$ cat config.mk
export PLATFORM = sky130hd
export DESIGN_NAME = lru_page_replacement
export DESIGN_NICKNAME = d
export VERILOG_FILES = /design/src/design/lpr_pkg.sv /design/src/design/lpr_ctrl.sv /design/src/design/lpr_datapath.sv /design/src/design/lru_page_replacement.sv
export SDC_FILE = /design/constraint.sdc
export NUM_CORES = 1
export LEC_CHECK = 0
export ABC_CLOCK_PERIOD_IN_PS = 3800
export BUFFER_PORTS_ARGS = -buffer_cell sky130_fd_sc_hd__clkbuf_2
export CAP_MARGIN = 0
export CORE_MARGIN = 2
export CORE_UTILIZATION = 40
export CTS_CLUSTER_DIAMETER = 50
export DETAILED_ROUTE_END_ITERATION = 12
export GPL_TIMING_DRIVEN = 0
export PLACE_DENSITY = 0.62
export SYNTH_ARGS = -nofsm -noshare
export SYNTH_HDL_FRONTEND = slang
export SYNTH_SLANG_ARGS = --single-unit
export TNS_END_PERCENT = 1
$ cat constraint.sdc
create_clock -name clk -period 3.8 [get_ports clk]
set_input_delay 0.95 -clock clk [delete_from_list [all_inputs] [get_ports clk]]
set_output_delay 0.95 -clock clk [all_outputs]
set_load 0.01 [all_outputs]
$ cat src/design/lpr_pkg.sv
// Shared types and constants for the LRU page replacement block.
// Depends on nothing; imported by the controller, the datapath and the top level.
`default_nettype none

package lpr_pkg;

    // Configuration register width and reset value (frame limit)
    localparam int CFG_W = 5;
    localparam logic [CFG_W-1:0] CFG_LIMIT_RESET = 5'd16;

    // Fixed output field widths
    localparam int FRAME_INDEX_W = 4;
    localparam int COUNT_W = 32;

    typedef enum logic [1:0] {
        ST_IDLE,
        ST_LOOKUP,
        ST_SCAN,
        ST_COMMIT
    } lpr_state_t;

    // Controller to datapath
    typedef struct packed {
        logic load_page;
        logic lookup;
        logic scan_step;
        logic commit;
    } lpr_cmd_t;

    // Datapath to controller
    typedef struct packed {
        logic hit;
        logic full;
        logic limit_one;
        logic scan_last;
        logic out_busy;
    } lpr_status_t;

endpackage

`default_nettype wire

$ cat src/design/lpr_ctrl.sv
// Sequencer for the LRU page replacement block: accept, lookup, victim scan, commit.
// Depends on lpr_pkg for the state, command and status types.
`default_nettype none

module lpr_ctrl
    import lpr_pkg::*;
(
    input  wire logic        clk,
    input  wire logic        rst_n,
    input  wire logic        in_valid,
    output logic             in_stall,
    input  wire lpr_status_t status,
    output lpr_cmd_t         cmd
);

    lpr_state_t state_reg;
    lpr_state_t state_next;

    always_ff @(posedge clk or negedge rst_n)
    begin
        if (!rst_n)
        begin
            state_reg <= ST_IDLE;
        end
        else
        begin
            state_reg <= state_next;
        end
    end

    always_comb
    begin
        state_next = state_reg;
        cmd        = '0;
        in_stall   = 1'b1;
        unique case (state_reg)
            ST_IDLE:
            begin
                in_stall = 1'b0;
                if (in_valid)
                begin
                    cmd.load_page = 1'b1;
                    state_next    = ST_LOOKUP;
                end
            end
            ST_LOOKUP:
            begin
                cmd.lookup = 1'b1;
                // walk the ranks only when a victim must be chosen among several frames
                if (!status.hit && status.full && !status.limit_one)
                begin
                    state_next = ST_SCAN;
                end
                else
                begin
                    state_next = ST_COMMIT;
                end
            end
            ST_SCAN:
            begin
                cmd.scan_step = 1'b1;
                if (status.scan_last)
                begin
                    state_next = ST_COMMIT;
                end
            end
            ST_COMMIT:
            begin
                // hold until the output register is free
                if (!status.out_busy)
                begin
                    cmd.commit = 1'b1;
                    state_next = ST_IDLE;
                end
            end
            default:
            begin
                state_next = ST_IDLE;
            end
        endcase
    end

endmodule

`default_nettype wire

$ cat src/design/lpr_datapath.sv
// Frame store, recency ranks, lookup, victim scan, counters and output register.
// Depends on lpr_pkg for the command and status types and field widths.
`default_nettype none

module lpr_datapath
    import lpr_pkg::*;
#(
    parameter int FRAMES    = 16,
    parameter int PAGE_BITS = 16
)
(
    input  wire logic                     clk,
    input  wire logic                     rst_n,
    input  wire logic [PAGE_BITS-1:0]     page,
    input  wire logic [CFG_W-1:0]         limit_cfg,
    input  wire lpr_cmd_t                 cmd,
    output lpr_status_t                   status,
    input  wire logic                     out_stall,
    output logic                          out_valid,
    output logic                          hit,
    output logic [FRAME_INDEX_W-1:0]      frame_index,
    output logic                          evicted,
    output logic [PAGE_BITS-1:0]          evicted_page,
    output logic [COUNT_W-1:0]            hit_total,
    output logic [COUNT_W-1:0]            fault_total
);

    localparam int IW = $clog2(FRAMES);
    localparam int LW = $clog2(FRAMES + 1);
    localparam int CW = (LW > CFG_W) ? LW : CFG_W;

    // Frame state
    logic [PAGE_BITS-1:0] page_store [FRAMES];
    logic [FRAMES-1:0]    valid_reg;
    logic [IW-1:0]        rank_reg [FRAMES];
    logic [LW-1:0]        fill_count_reg;
    logic [COUNT_W-1:0]   hit_count_reg;
    logic [COUNT_W-1:0]   fault_count_reg;

    // Per-item working registers
    logic [PAGE_BITS-1:0] page_q_reg;
    logic                 hit_reg;
    logic                 evict_reg;
    logic [IW-1:0]        target_reg;
    logic [IW-1:0]        best_rank_reg;
    logic [IW-1:0]        scan_idx_reg;

    // Output register
    logic                 out_valid_reg;
    logic                 out_hit_reg;
    logic [IW-1:0]        out_frame_reg;
    logic                 out_evicted_reg;
    logic [PAGE_BITS-1:0] out_evicted_page_reg;

    logic [CW-1:0]        cfg_ext;
    logic [LW-1:0]        limit;
    logic                 found;
    logic [IW-1:0]        match_idx;
    logic                 full;
    logic [IW-1:0]        sel_rank;
    logic [PAGE_BITS-1:0] sel_page;
    logic                 touch_mode;
    logic [IW+FRAME_INDEX_W-1:0] frame_ext;

    // Clamp the configured limit to 1..FRAMES
    always_comb
    begin
        cfg_ext = CW'(limit_cfg);
        if (cfg_ext == '0)
        begin
            limit = LW'(1);
        end
        else if (cfg_ext > CW'(FRAMES))
        begin
            limit = LW'(FRAMES);
        end
        else
        begin
            limit = cfg_ext[LW-1:0];
        end
    end

    // Parallel compare; lowest matching frame wins
    always_comb
    begin
        found     = 1'b0;
        match_idx = '0;
        for (int i = FRAMES - 1; i >= 0; i--)
        begin
            if (valid_reg[i] && (page_store[i] == page_q_reg) && (LW'(i) < limit))
            begin
                found     = 1'b1;
                match_idx = IW'(i);
            end
        end
    end

    assign full = (fill_count_reg >= limit);

    // One-hot pick of the target frame's rank and page
    always_comb
    begin
        sel_rank = '0;
        sel_page = '0;
        for (int i = 0; i < FRAMES; i++)
        begin
            if (target_reg == IW'(i))
            begin
                sel_rank = sel_rank | rank_reg[i];
                sel_page = sel_page | page_store[i];
            end
        end
    end

    assign touch_mode = hit_reg || evict_reg;

    always_comb
    begin
        status.hit       = found;
        status.full      = full;
        status.limit_one = (limit == LW'(1));
        status.scan_last = (LW'(scan_idx_reg) == (limit - LW'(1)));
        status.out_busy  = out_valid_reg && out_stall;
    end

    // Working registers: capture, lookup, victim scan
    always_ff @(posedge clk)
    begin
        if (cmd.load_page)
        begin
            page_q_reg <= page;
        end
        if (cmd.lookup)
        begin
            hit_reg       <= found;
            evict_reg     <= !found && full;
            best_rank_reg <= rank_reg[0];
            scan_idx_reg  <= IW'(1);
            if (found)
            begin
                target_reg <= match_idx;
            end
            else if (full)
            begin
                target_reg <= '0;
            end
            else
            begin
                target_reg <= fill_count_reg[IW-1:0];
            end
        end
        if (cmd.scan_step)
        begin
            if (rank_reg[scan_idx_reg] > best_rank_reg)
            begin
                best_rank_reg <= rank_reg[scan_idx_reg];
                target_reg    <= scan_idx_reg;
            end
            scan_idx_reg <= scan_idx_reg + IW'(1);
        end
    end

    // Page store has no reset; entries are read only once valid
    always_ff @(posedge clk)
    begin
        if (cmd.commit && !hit_reg)
        begin
            page_store[target_reg] <= page_q_reg;
        end
    end

    // Ranks, valid bits, fill count and totals
    always_ff @(posedge clk or negedge rst_n)
    begin
        if (!rst_n)
        begin
            valid_reg       <= '0;
            fill_count_reg  <= '0;
            hit_count_reg   <= '0;
            fault_count_reg <= '0;
            for (int i = 0; i < FRAMES; i++)
            begin
                rank_reg[i] <= '0;
            end
        end
        else if (cmd.commit)
        begin
            for (int i = 0; i < FRAMES; i++)
            begin
                if (target_reg == IW'(i))
                begin
                    rank_reg[i] <= '0;
                end
                else if (valid_reg[i] && (!touch_mode || (rank_reg[i] < sel_rank)))
                begin
                    rank_reg[i] <= rank_reg[i] + IW'(1);
                end
            end
            if (!touch_mode)
            begin
                valid_reg[target_reg] <= 1'b1;
                fill_count_reg        <= fill_count_reg + LW'(1);
            end
            if (hit_reg)
            begin
                if (!(&hit_count_reg))
                begin
                    hit_count_reg <= hit_count_reg + COUNT_W'(1);
                end
            end
            else if (!(&fault_count_reg))
            begin
                fault_count_reg <= fault_count_reg + COUNT_W'(1);
            end
        end
    end

    // Output word
    always_ff @(posedge clk or negedge rst_n)
    begin
        if (!rst_n)
        begin
            out_valid_reg <= 1'b0;
        end
        else if (cmd.commit)
        begin
            out_valid_reg <= 1'b1;
        end
        else if (!out_stall)
        begin
            out_valid_reg <= 1'b0;
        end
    end

    always_ff @(posedge clk)
    begin
        if (cmd.commit)
        begin
            out_hit_reg          <= hit_reg;
            out_frame_reg        <= target_reg;
            out_evicted_reg      <= evict_reg;
            out_evicted_page_reg <= evict_reg ? sel_page : '0;
        end
    end

    assign frame_ext    = {{FRAME_INDEX_W{1'b0}}, out_frame_reg};
    assign out_valid    = out_valid_reg;
    assign hit          = out_hit_reg;
    assign frame_index  = frame_ext[FRAME_INDEX_W-1:0];
    assign evicted      = out_evicted_reg;
    assign evicted_page = out_evicted_page_reg;
    // totals change only at commit, which waits for a free output register
    assign hit_total    = hit_count_reg;
    assign fault_total  = fault_count_reg;

endmodule

`default_nettype wire

$ cat src/design/lru_page_replacement.sv
// LRU page replacement monitor: each accepted page is looked up, then on an eviction among
// several frames (limit = frames in use, 1..FRAMES) a victim is searched, then it is committed.
// One page is in flight at a time: the next page is accepted only after the last one commits;
// the victim search reads one frame's rank per cycle.
// Reset (async, active low) clears valid bits, ranks, fill count and totals and sets the
// frame limit to 16; the page store is not cleared and needs no clearing pass.
`default_nettype none

module lru_page_replacement
    import lpr_pkg::*;
#(
    parameter int FRAMES    = 16,
    parameter int PAGE_BITS = 16
)
(
    input  wire logic                 clk,
    input  wire logic                 rst_n,
    // configuration: frame limit register
    input  wire logic                 cfg_write,
    input  wire logic [CFG_W-1:0]     frame_limit,
    // page reference channel
    input  wire logic                 in_valid,
    output logic                      in_stall,
    input  wire logic [PAGE_BITS-1:0] page,
    // result channel
    output logic                      out_valid,
    input  wire logic                 out_stall,
    output logic                      hit,
    output logic [FRAME_INDEX_W-1:0]  frame_index,
    output logic                      evicted,
    output logic [PAGE_BITS-1:0]      evicted_page,
    output logic [COUNT_W-1:0]        hit_total,
    output logic [COUNT_W-1:0]        fault_total
);

    logic [CFG_W-1:0] limit_cfg_reg;
    lpr_cmd_t         cmd;
    lpr_status_t      status;

    // Frame limit register; the user must write it only while the block is idle (not enforced here).
    // Clamping to 1..FRAMES happens in the datapath.
    always_ff @(posedge clk or negedge rst_n)
    begin
        if (!rst_n)
        begin
            limit_cfg_reg <= CFG_LIMIT_RESET;
        end
        else if (cfg_write)
        begin
            limit_cfg_reg <= frame_limit;
        end
    end

    // Sequencer: accept one word, look it up, scan for a victim if needed, commit.
    lpr_ctrl u_ctrl (
        .clk      (clk),
        .rst_n    (rst_n),
        .in_valid (in_valid),
        .in_stall (in_stall),
        .status   (status),
        .cmd      (cmd)
    );

    // Datapath: parallel tag compare over all frames, rank aging in one step at commit,
    // saturating totals, and the output register that lets the next word in while a
    // result waits to be taken.
    lpr_datapath #(
        .FRAMES    (FRAMES),
        .PAGE_BITS (PAGE_BITS)
    ) u_datapath (
        .clk          (clk),
        .rst_n        (rst_n),
        .page         (page),
        .limit_cfg    (limit_cfg_reg),
        .cmd          (cmd),
        .status       (status),
        .out_stall    (out_stall),
        .out_valid    (out_valid),
        .hit          (hit),
        .frame_index  (frame_index),
        .evicted      (evicted),
        .evicted_page (evicted_page),
        .hit_total    (hit_total),
        .fault_total  (fault_total)
    );

`ifndef SYNTHESIS
    // Commit never overwrites a result word that is still waiting
    a_commit_free: assert property (@(posedge clk) disable iff (!rst_n)
        cmd.commit |-> !(out_valid && out_stall))
        else $error("commit while result word is stalled");

    // One page in flight: an accepted word blocks the input next cycle
    a_one_in_flight: assert property (@(posedge clk) disable iff (!rst_n)
        (in_valid && !in_stall) |=> in_stall)
        else $error("second word accepted while one is in flight");

    // Totals never go down
    a_hits_monotonic: assert property (@(posedge clk) disable iff (!rst_n)
        1'b1 |=> (hit_total >= $past(hit_total)))
        else $error("hit total decreased");

    a_faults_monotonic: assert property (@(posedge clk) disable iff (!rst_n)
        1'b1 |=> (fault_total >= $past(fault_total)))
        else $error("fault total decreased");
`endif

endmodule

`default_nettype wire

==> results of run 1 <==
placed cells by master (no fill, tap or decap), types with 10 or more instances in the layout:
| cell type | count |
|---|---|
| a21oi_1 | 26 |
| nor2_2 | 18 |
| xnor2_1 | 192 |
| a221oi_1 | 29 |
| nand2_1 | 121 |
| nand3_1 | 92 |
| o21a_1 | 16 |
| ha_1 | 84 |
| buf_4 | 57 |
| nor2_1 | 95 |
| buf_8 | 15 |
| and4_1 | 13 |
| buf_2 | 25 |
| clkbuf_1 | 28 |
| o21ai_0 | 75 |
| clkbuf_2 | 116 |
| clkbuf_16 | 70 |
| a21o_1 | 21 |
| nand4_1 | 99 |
| nor4_1 | 55 |
| mux4_2 | 21 |
| xor2_1 | 178 |
| nor4b_1 | 27 |
| a22oi_1 | 95 |
| nor3_1 | 45 |
| o21ai_2 | 16 |
| a22o_1 | 32 |
| inv_1 | 32 |
| nand2b_1 | 14 |
| and2_1 | 10 |
| dfrtp_1 | 156 |
| and3_1 | 18 |
| edfxtp_1 | 300 |
synth_stat cells, drive strengths merged (18+ instances only):
cell | instances | area [um^2]
inv | 34 | 128
nand4 | 99 | 619
nor4b | 29 | 260
nor3 | 50 | 255
a21o | 21 | 158
xnor2 | 197 | 1730
nor4 | 59 | 375
a221oi | 29 | 254
a21oi | 27 | 139
mux4 | 21 | 473
buf | 51 | 288
clkbuf | 53 | 199
dfrtp | 156 | 3900
a22oi | 95 | 713
nand3 | 92 | 460
a22o | 32 | 280
and3 | 18 | 113
xor2 | 179 | 1570
ha | 84 | 1050
nand2 | 122 | 458
o21ai | 91 | 455
edfxtp | 300 | 9010
nor2 | 119 | 447
what timing repair did:
action	4_1_cts	5_1_grt
hold buffers	0	0
resized for setup	104	57
setup buffers	20	18
endpoints found under the setup margin	107	67
endpoints found under the hold margin	0	0
pin swaps	5	5
per-stage QoR:
stage	setup slack (ns)	setup TNS [ns]	power [mW]
2_1_floorplan	0.277	0	10.1
3_3_place_gp	-1.88	-673.61	12.6
3_5_place_dp	-1.78	-143.47	12.8
4_1_cts	-0.0304	-0.0567	19.6
5_1_grt	-0.0386	-0.0882	20.5
6_report	-0.0260	-0.0260	19.8
worst max-delay path, cell delays in order, from the launching register on:
cell and delay (ns):
edfxtp_1 0.37, buf_12 0.13, buf_4 0.16, buf_2 0.43, xnor2_1 0.17, nand4_1 0.29
a211oi_2 0.48, nand4_1 0.52, nand4_1 0.33, nor4_2 0.10, or4_1 0.55, a21boi_1 0.19
worst max-delay path by stage:
stage,to,slack (ns)
finish,u_datapath.target_reg[0]$_DFF_P_,-0.03
detailed placement,u_datapath.rank_reg[27]$_DFFE_PN0P_,-1.78
global route,u_datapath.rank_reg[47]$_DFFE_PN0P_,-0.04
floorplan,u_datapath.rank_reg[3]$_DFFE_PN0P_,0.28
CTS,u_datapath.rank_reg[27]$_DFFE_PN0P_,-0.03
global placement,u_datapath.rank_reg[55]$_DFFE_PN0P_,-1.88
layout make-up:
cell class	instances	area [um^2]	share of cell area (%)
buffer	96	604	2.04
inverter	34	130	0.438
clock inverter	44	510	1.72
clock buffer	80	1830	6.16
sequential	465	13100	44.1
antenna	1	2.50	0.00843
timing repair buffer	169	1250	4.23
tap	790	988	3.33
multi-input combinational	1506	11300	38.0
routing by layer:
| layer | GRT usage, % | vias up | share of wire [%] | wire [um] |
|---|---|---|---|---|
| met5 | 0.772 | - | 0.080 | 81 |
| met4 | 17.6 | 6 | 5.8 | 5940 |
| met3 | 7.51 | 293 | 10 | 10500 |
| met2 | 49.2 | 1284 | 44 | 45300 |
| met1 | 41.5 | 10100 | 39 | 40100 |
| li1 | - | 8430 | - | - |
power by group through the flow:
stage          clock network, mW  logic (mW)  registers, mW
4_1_cts                     6.61        6.15           6.87
6_report                    6.57        6.42           6.87
3_3_place_gp                   0        5.60           7.02
5_1_grt                     6.80        6.79           6.91
3_5_place_dp                   0        5.78           7.04
2_1_floorplan                  0        3.42           6.72
cell families after synthesis:
group | count (synthesis) | share of synthesized area (%)
compound gates | 348 | 9.84
xor+xnor | 376 | 13.3
fa+ha+maj | 84 | 4.26
buf+inv | 138 | 2.49
flops | 465 | 53.0
mux | 35 | 2.53
simple gates | 663 | 14.5
==> reports/qor.yml, run 1 <==
worst_slew_pin_slew_ns: 1.25
grtUsageTotal_pct: 31.9
ant_nets: 0
numCtsBuffers: 67
synthArstFlopShare_pct: 33.8
crit_type: "register to register"
netlist_area_mm2: 0.0247
cap_violations: 0
whs_ns: 0.287
synth_seq_cells: 465
failed_checks: "negative setup slack"
grt_max_degree: 108
crit_start: "u_datapath.page_q_reg[8]$_DFFE_PP_"
required_ns: 4.35
place_congestion: 0.994
reg2reg_from: "u_datapath.page_q_reg[8]$_DFFE_PP_"
grt_pass1_vias: 19600
power_frac_clock_pct: 33.1
dieArea_mm2: 0.0637
powerDensity_mw_per_mm2: 669
finClkSkew_ns: 0.0358
fin_crit_sh_pct: 101
dr.pass1.iters: 8
status: "finished, violations left"
cp-start-kind: "register"
dpl_cell_area_mm2: 0.0266
cts_buffer_depth: 3
rows: 91
h-tree-depth: 3
ys.flop_type: "edfxtp_1"
p_leak_nw: 11.5
r2r_setup_slack_ns: -0.03
wirelength_um: 102000
seqPwrFrac_pct: 34.6
setup_viol: 1
min_path_type: "input port to asynchronous set/reset pin"
viasPerCell: 6.31
cts_tree: "built"
yosysWarnings: 0
port_buffers: 113
rr_worst_depth: 11
critPathMaxFanout: 10
ys_seq_area_share_pct: 53.0
cts_sinks: 465
cts_root_buffer: "clkbuf_16"
grt_pass1_wl_um: 144000
die_width_um: 252
dieHeight_um: 252
cts.clk_slew.worst_paths_ns: 0.05
initial_utilization_pct: 40.2
via_count: 20100
drv_slew: 0
endpoint_kind: "register"
fin_crit_ns: 3.83
syn_to_final_growth_pct: 20.2
worstSkewPairLatency_ns: 0.64
power_switching_mw: 7.59
synth_cell_types: 74
switching_share_pct: 38.2
hold_violations: 0
r2r_end: "u_datapath.target_reg[0]$_DFF_P_"
num-nets-final: 2449
antenna_found_initial: 2
layoutNonFillerInstCount: 3185
grt_remaining_overflow: 0
power_frac_comb_pct: 32.3
drt-initial-drc-count: 2764
io_pins: 114
largest_register_ffs: 256
synth_nets: 2219
max_slew_margin_pct: 16.9
synth_edf_count: 300
power.internal_mw: 12.3
syn_inst: 2109
fill_cells: 5467
stdcell_area_mm2: 0.0297
drc: 0
avgSynthCellArea_um2: 11.7
dp_cells: 3030
fp.coreArea_mm2: 0.0614
utilization_pct: 48.4
dp_hpwl_um: 77800
layout_setup_ws_ns: -0.0260
max_freq_ghz: 0.261
wire_per_inst_um: 32.0
cp.arrival_ns: 4.37
drive_above_1_share_pct: 19.5
rsz0062_at_grt: "yes"
peakVddDrop_mv: 0.336
(Power assumes the default switching activity.)
==> run 2: changes to the inputs <==
--- a/config.mk
+++ b/config.mk
@@ -14,6 +14,7 @@
 export DETAILED_ROUTE_END_ITERATION = 12
 export GPL_TIMING_DRIVEN = 0
 export PLACE_DENSITY = 0.62
+export SKIP_CTS_REPAIR_TIMING = 1
 export SYNTH_ARGS = -nofsm -noshare
 export SYNTH_HDL_FRONTEND = slang
 export SYNTH_SLANG_ARGS = --single-unit
==> run 2 against run 1 <==
Compared with the run above:
- the run now ends clean
- clock power barely moved
- utilization rose by 0.13 points
- combinational power barely moved
- sequential share of layout area fell by 0.12 points
- critical path depth rose by 5
- wire length rose by 0.59%
- cell count rose by 0.28%
- register-to-register slack improved by 0.08 ns
- global-route usage fell by 0.13 points
- clock skew rose by 0.0092 ns
- largest power group unchanged
==> reports/qor.yml, run 2 (synthesized netlist as in run 1, its figures left out) <==
status: "finished, final reports clean"
wirelength_um: 102000
p_leak_nw: 11.5
final_common_cell: "edfxtp_1"
grt_pass1_wl_um: 143000
worst_slew_pin_slew_ns: 1.26
max_slew_margin_pct: 15.7
cp.arrival_ns: 4.24
critPathMaxFanout: 10
tns_ns: 0
via_count: 20000
total_power_mw: 19.9
grt_pass1_vias: 19400
port_buffers: 113
rsz0062_at_grt: "yes"
syn_to_final_growth_pct: 20.5
cts_sinks: 465
cts.clk_slew.worst_paths_ns: 0.05
die_width_um: 252
drive_above_1_share_pct: 19.9
drt-initial-drc-count: 2700
powerDensity_mw_per_mm2: 668
hold_violations: 0
finClkSkew_ns: 0.0450
dr.pass1.iters: 8
dieHeight_um: 252
grtUsageTotal_pct: 31.8
drv_slew: 0
required_ns: 4.29
dp_cells: 3030
initial_utilization_pct: 40.2
dieArea_mm2: 0.0637
worstSkewPairLatency_ns: 0.64
cp-start-kind: "register"
cp_top_family: "simple AND/OR/NAND/NOR gates"
cts_buffer_depth: 3
largest_register_ffs: 256
ant_nets: 0
path_cells: "buf_6 -> buf_4 -> nor3_1 -> buf_2 -> a22o_1 -> a221oi_1 -> nand3_1 -> nor2_4 -> buf_8 -> ha_1 -> nand2_1 -> nor4_1 -> o21ai_2 -> nand4_1 -> xor2_1 -> nor2_1"
n_antenna_cell: 0
drc: 0
viasPerCell: 6.25
mostFrequentLayoutCells: "300 x edfxtp_1, 194 x xnor2_1, 178 x xor2_1"
max_freq_ghz: 0.267
wire_per_inst_um: 32.1
layoutNonFillerInstCount: 3194
grt_remaining_overflow: 0
fp.coreArea_mm2: 0.0614
peakVddDrop_mv: 0.349
dp_hpwl_um: 77800
grt_max_degree: 108
utilization_pct: 48.5
cts_tree: "built"
path_buf_inv: 4
min_path_type: "input port to asynchronous set/reset pin"
cap_violations: 0
place_congestion: 0.994
endpoint_kind: "register"
fin_crit_ns: 3.75
max_stage_delay_ns: 0.52
antenna_found_initial: 3
setup_viol: 0
cts_root_buffer: "clkbuf_16"
fin_crit_sh_pct: 98.7
slowest_stage: "buf_2"
num-nets-final: 2459
numCtsBuffers: 67
io_pins: 114
rows: 91
h-tree-depth: 3
crit_type: "register to register"
==> run 2: cell count changes in the layout (fill, tap and decap cells not counted), moves of 3 or more <==
cell / previous run / this run
buf_4: 57 / 62
clkbuf_4: 8 / 13
nand3_1: 92 / 89
nand3_2: 0 / 3
==> run 2: worst reg2reg max path, delay by kind of cell, from the launching register on <==
kind | cells | cell delay [ns]
DFF | 1 | 0.38
buffers and inverters | 4 | 1.05
AOI/OAI and AO/OA | 3 | 0.45
and+or+nand+nor | 7 | 1.25
adders and majority gates | 1 | 0.30
xor gates and xnor gates | 1 | 0.18
==> run 2: power by group <==
group	leakage [nW]	switching (mW)	internal [mW]
Sequential	4.91	0.742	6.13
Combinational	5.50	4.25	2.20
Clock	1.13	2.63	3.94
Total	11.5	7.62	12.3
==> run 2: per-layer routing <==
layer | routed length (um) | global-route usage (%) | share of wire (%)
met1 | 40000 | 41.1 | 39
met2 | 45400 | 48.8 | 44
met3 | 10900 | 8.19 | 11
met4 | 6150 | 17.5 | 6.0
met5 | 40 | 0 | 0.039
==> run 2: final cells by class <==
class                           count  area, um^2
Buffer                            103         648
Clock buffer                       80        1830
Clock inverter                     44         510
Fill cell                        5479       31600
Inverter                           34         130
Multi-Input combinational cell   1508       11300
Sequential cell                   465       13100
Tap cell                          790         988
Timing Repair Buffer              170        1250
==> run 2: per-stage QoR <==
stage / hold slack, ns / instance area (um^2) / setup slack (ns)
after floorplan: 0.403 / 24700 / 0.277
after global placement: 0.439 / 26200 / -1.88
after detailed placement: 0.443 / 26600 / -1.78
after CTS: 0.302 / 29000 / -1.82
after global routing: 0.323 / 29800 / -0.120
final: 0.293 / 29800 / 0.0506
==> run 2: path summary, 6_finish.rpt <==
path                                                  start                              endpoint  slack [ns]  cells after the start
setup / recovery           u_datapath.target_reg[2]$_DFF_P_   u_datapath.rank_reg[43]$_DFFE_PN0P_        0.05                     16
hold / removal                                        rst_n   u_datapath.rank_reg[51]$_DFFE_PN0P_        0.29                      1
setup reg to reg           u_datapath.target_reg[2]$_DFF_P_   u_datapath.rank_reg[43]$_DFFE_PN0P_        0.05                     16
hold reg to reg              u_datapath.evict_reg$_DFFE_PP_          u_datapath.evicted$_DFFE_PP_        0.46                      0
max in group asynchronous                             rst_n  u_datapath.hit_total[30]$_DFFE_PN0P_        2.56                      2
min in group clk             u_datapath.evict_reg$_DFFE_PP_          u_datapath.evicted$_DFFE_PP_        0.46                      0
==> run 3: changes to the inputs <==
--- a/config.mk
+++ b/config.mk
@@ -9,11 +9,12 @@
 export BUFFER_PORTS_ARGS = -buffer_cell sky130_fd_sc_hd__clkbuf_2
 export CAP_MARGIN = 0
 export CORE_MARGIN = 2
-export CORE_UTILIZATION = 40
+export CORE_UTILIZATION = 50
 export CTS_CLUSTER_DIAMETER = 50
 export DETAILED_ROUTE_END_ITERATION = 12
 export GPL_TIMING_DRIVEN = 0
-export PLACE_DENSITY = 0.62
+export HOLD_SLACK_MARGIN = 0.02
+export PLACE_DENSITY = 0.73
 export SKIP_CTS_REPAIR_TIMING = 1
 export SYNTH_ARGS = -nofsm -noshare
 export SYNTH_HDL_FRONTEND = slang
==> run 3 against run 2 <==
Compared with the run above:
- the run now ends with negative setup slack left
- critical path depth shrank 6
- wire length down 6.9%
- first-iteration DRC count increased by 9.6%
- combinational power decreased by 0.6%
- clock-buffer cell count shrank 7
- sequential share of layout area is 0.66 points higher
- utilization rose by 12 points
- total power down 5.2%
- non-clock buffer count up 13
- maximum frequency fell by 1.4%
- largest cell class unchanged
==> reports/qor.yml, run 3 (synthesized netlist as in run 1, its figures left out) <==
status: "finished, violations left"
failed_checks: "negative setup slack"
antenna_found_initial: 2
worst_slew_pin_slew_ns: 1.15
total_power_mw: 18.8
dieArea_mm2: 0.0512
drt-initial-drc-count: 2959
rsz0062_at_grt: "yes"
multi_input_area_mm2: 0.0112
syn_to_final_growth_pct: 18.8
via_count: 20400
grt_pass1_wl_um: 134000
fin_crit_ns: 3.80
finClkSkew_ns: 0.0254
worstSkewPairLatency_ns: 0.64
numCtsBuffers: 58
slowest_stage: "edfxtp_1"
cap_violations: 0
p_leak_nw: 11.4
rows: 81
cts.clk_slew.worst_paths_ns: 0.06
grt_max_degree: 84
io_pins: 114
min_path_type: "input port to asynchronous set/reset pin"
grt_pass1_vias: 19300
seq_area_mm2: 0.0131
reg2reg_from: "u_datapath.page_q_reg[15]$_DFFE_PP_"
wirelength_um: 95400
die_width_um: 226
num-nets-final: 2461
dieHeight_um: 226
hold_violations: 0
cts_tree: "built"
dp_hpwl_um: 72400
final_common_cell: "edfxtp_1"
max_freq_ghz: 0.263
cp.arrival_ns: 4.37
fin_crit_sh_pct: 100
drive_above_1_share_pct: 19.2
whs_ns: 0.320
drc: 0
fill_cells: 3946
grtUsageTotal_pct: 37.1
path_cells: "buf_6 -> buf_2 -> xnor2_1 -> nand4_1 -> nor3_1 -> a22oi_1 -> nand3_1 -> nor4_2 -> or4_1 -> a21boi_1"
peakVddDrop_mv: 0.384
largest_register_ffs: 256
max_slew_margin_pct: 23.3
critPathMaxFanout: 17
rr_worst_depth: 10
initial_utilization_pct: 50.6
h-tree-depth: 2
cts_buffer_depth: 3
cts_root_buffer: "clkbuf_16"
powerDensity_mw_per_mm2: 643
max_stage_delay_ns: 0.80
viasPerCell: 6.65
dr.pass1.iters: 6
crit_type: "register to register"
setup_viol: 1
r2r_end: "u_datapath.target_reg[0]$_DFF_P_"
mostFrequentLayoutCells: "300 x edfxtp_1, 196 x xnor2_1, 179 x xor2_1"
cts_sinks: 465
fp.coreArea_mm2: 0.0488
grt_remaining_overflow: 0
required_ns: 4.36
wire_per_inst_um: 31.1
drv_slew: 0
r2r_setup_slack_ns: -0.002
ant_nets: 0
cp-start-kind: "register"
port_buffers: 113
layout_setup_ws_ns: -0.00226
place_congestion: 1.06
endpoint_kind: "register"
==> run 3: layout make-up <==
cell class / count / share of cell area (%)
plain buffers: 103 / 2.19
diodes: 2 / 0.0171
multi-input cells: 1506 / 38.3
inverters: 34 / 0.448
flip-flops and latches: 465 / 44.7
clock inverters: 36 / 1.23
well taps: 664 / 2.83
repair buffers: 183 / 5.08
clock buffers: 73 / 5.28
==> run 3: through the flow <==
step                setup slack [ns]  instances  TNS [ns]  utilization [%]  area (um^2)
finish                      -0.00226       3066  -0.00226             60.0        29300
detailed placement             -1.53       2905   -103.56             54.3        26500
floorplan                      0.277       2109         0                -        24700
CTS                            -1.58       3014    -97.72             58.2        28400
global route                 -0.0633       3064    -0.291             60.0        29300
global placement               -1.70       2886   -532.97             53.4        26100
==> run 3: critical path: cells and delay by family, from the launching register on <==
kind / cells / cell delay [ns]
simple gates: 5 / 1.71
flops: 1 / 0.80
buf+inv: 2 / 0.61
compound gates: 2 / 0.40
xor+xnor: 1 / 0.20
==> run 3: how the worst max path moves through the flow <==
stage	start	endpoint	slack, ns	cells past startpoint
6_report	u_datapath.page_q_reg[15]$_DFFE_PP_	u_datapath.target_reg[0]$_DFF_P_	-0.002	10
4_1_cts	u_datapath.target_reg[1]$_DFF_P_	u_datapath.rank_reg[27]$_DFFE_PN0P_	-1.58	17
5_1_grt	u_datapath.scan_idx_reg[1]$_SDFFCE_PP0P_	u_datapath.target_reg[2]$_DFF_P_	-0.06	13
3_3_place_gp	u_datapath.target_reg[2]$_DFF_P_	u_datapath.rank_reg[11]$_DFFE_PN0P_	-1.70	15
2_1_floorplan	u_datapath.target_reg[2]$_DFF_P_	u_datapath.rank_reg[3]$_DFFE_PN0P_	0.28	15
3_5_place_dp	u_datapath.target_reg[1]$_DFF_P_	u_datapath.rank_reg[27]$_DFFE_PN0P_	-1.53	17
==> run 3: power by group <==
part | leakage [nW] | internal [mW] | switching, mW | total, mW
combinational | 5.55 | 2.30 | 4.11 | 6.41
sequential | 4.91 | 6.13 | 0.718 | 6.85
clock | 0.936 | 3.21 | 2.38 | 5.59
==> run 3: routing by layer <==
layer,vias to the layer above,GRT usage [%],share of wire (%)
li1,8461,-,-
met1,10100,49.6,38
met2,1530,55.6,43
met3,263,12.7,14
met4,0,14.0,4.8
met5,-,0,0
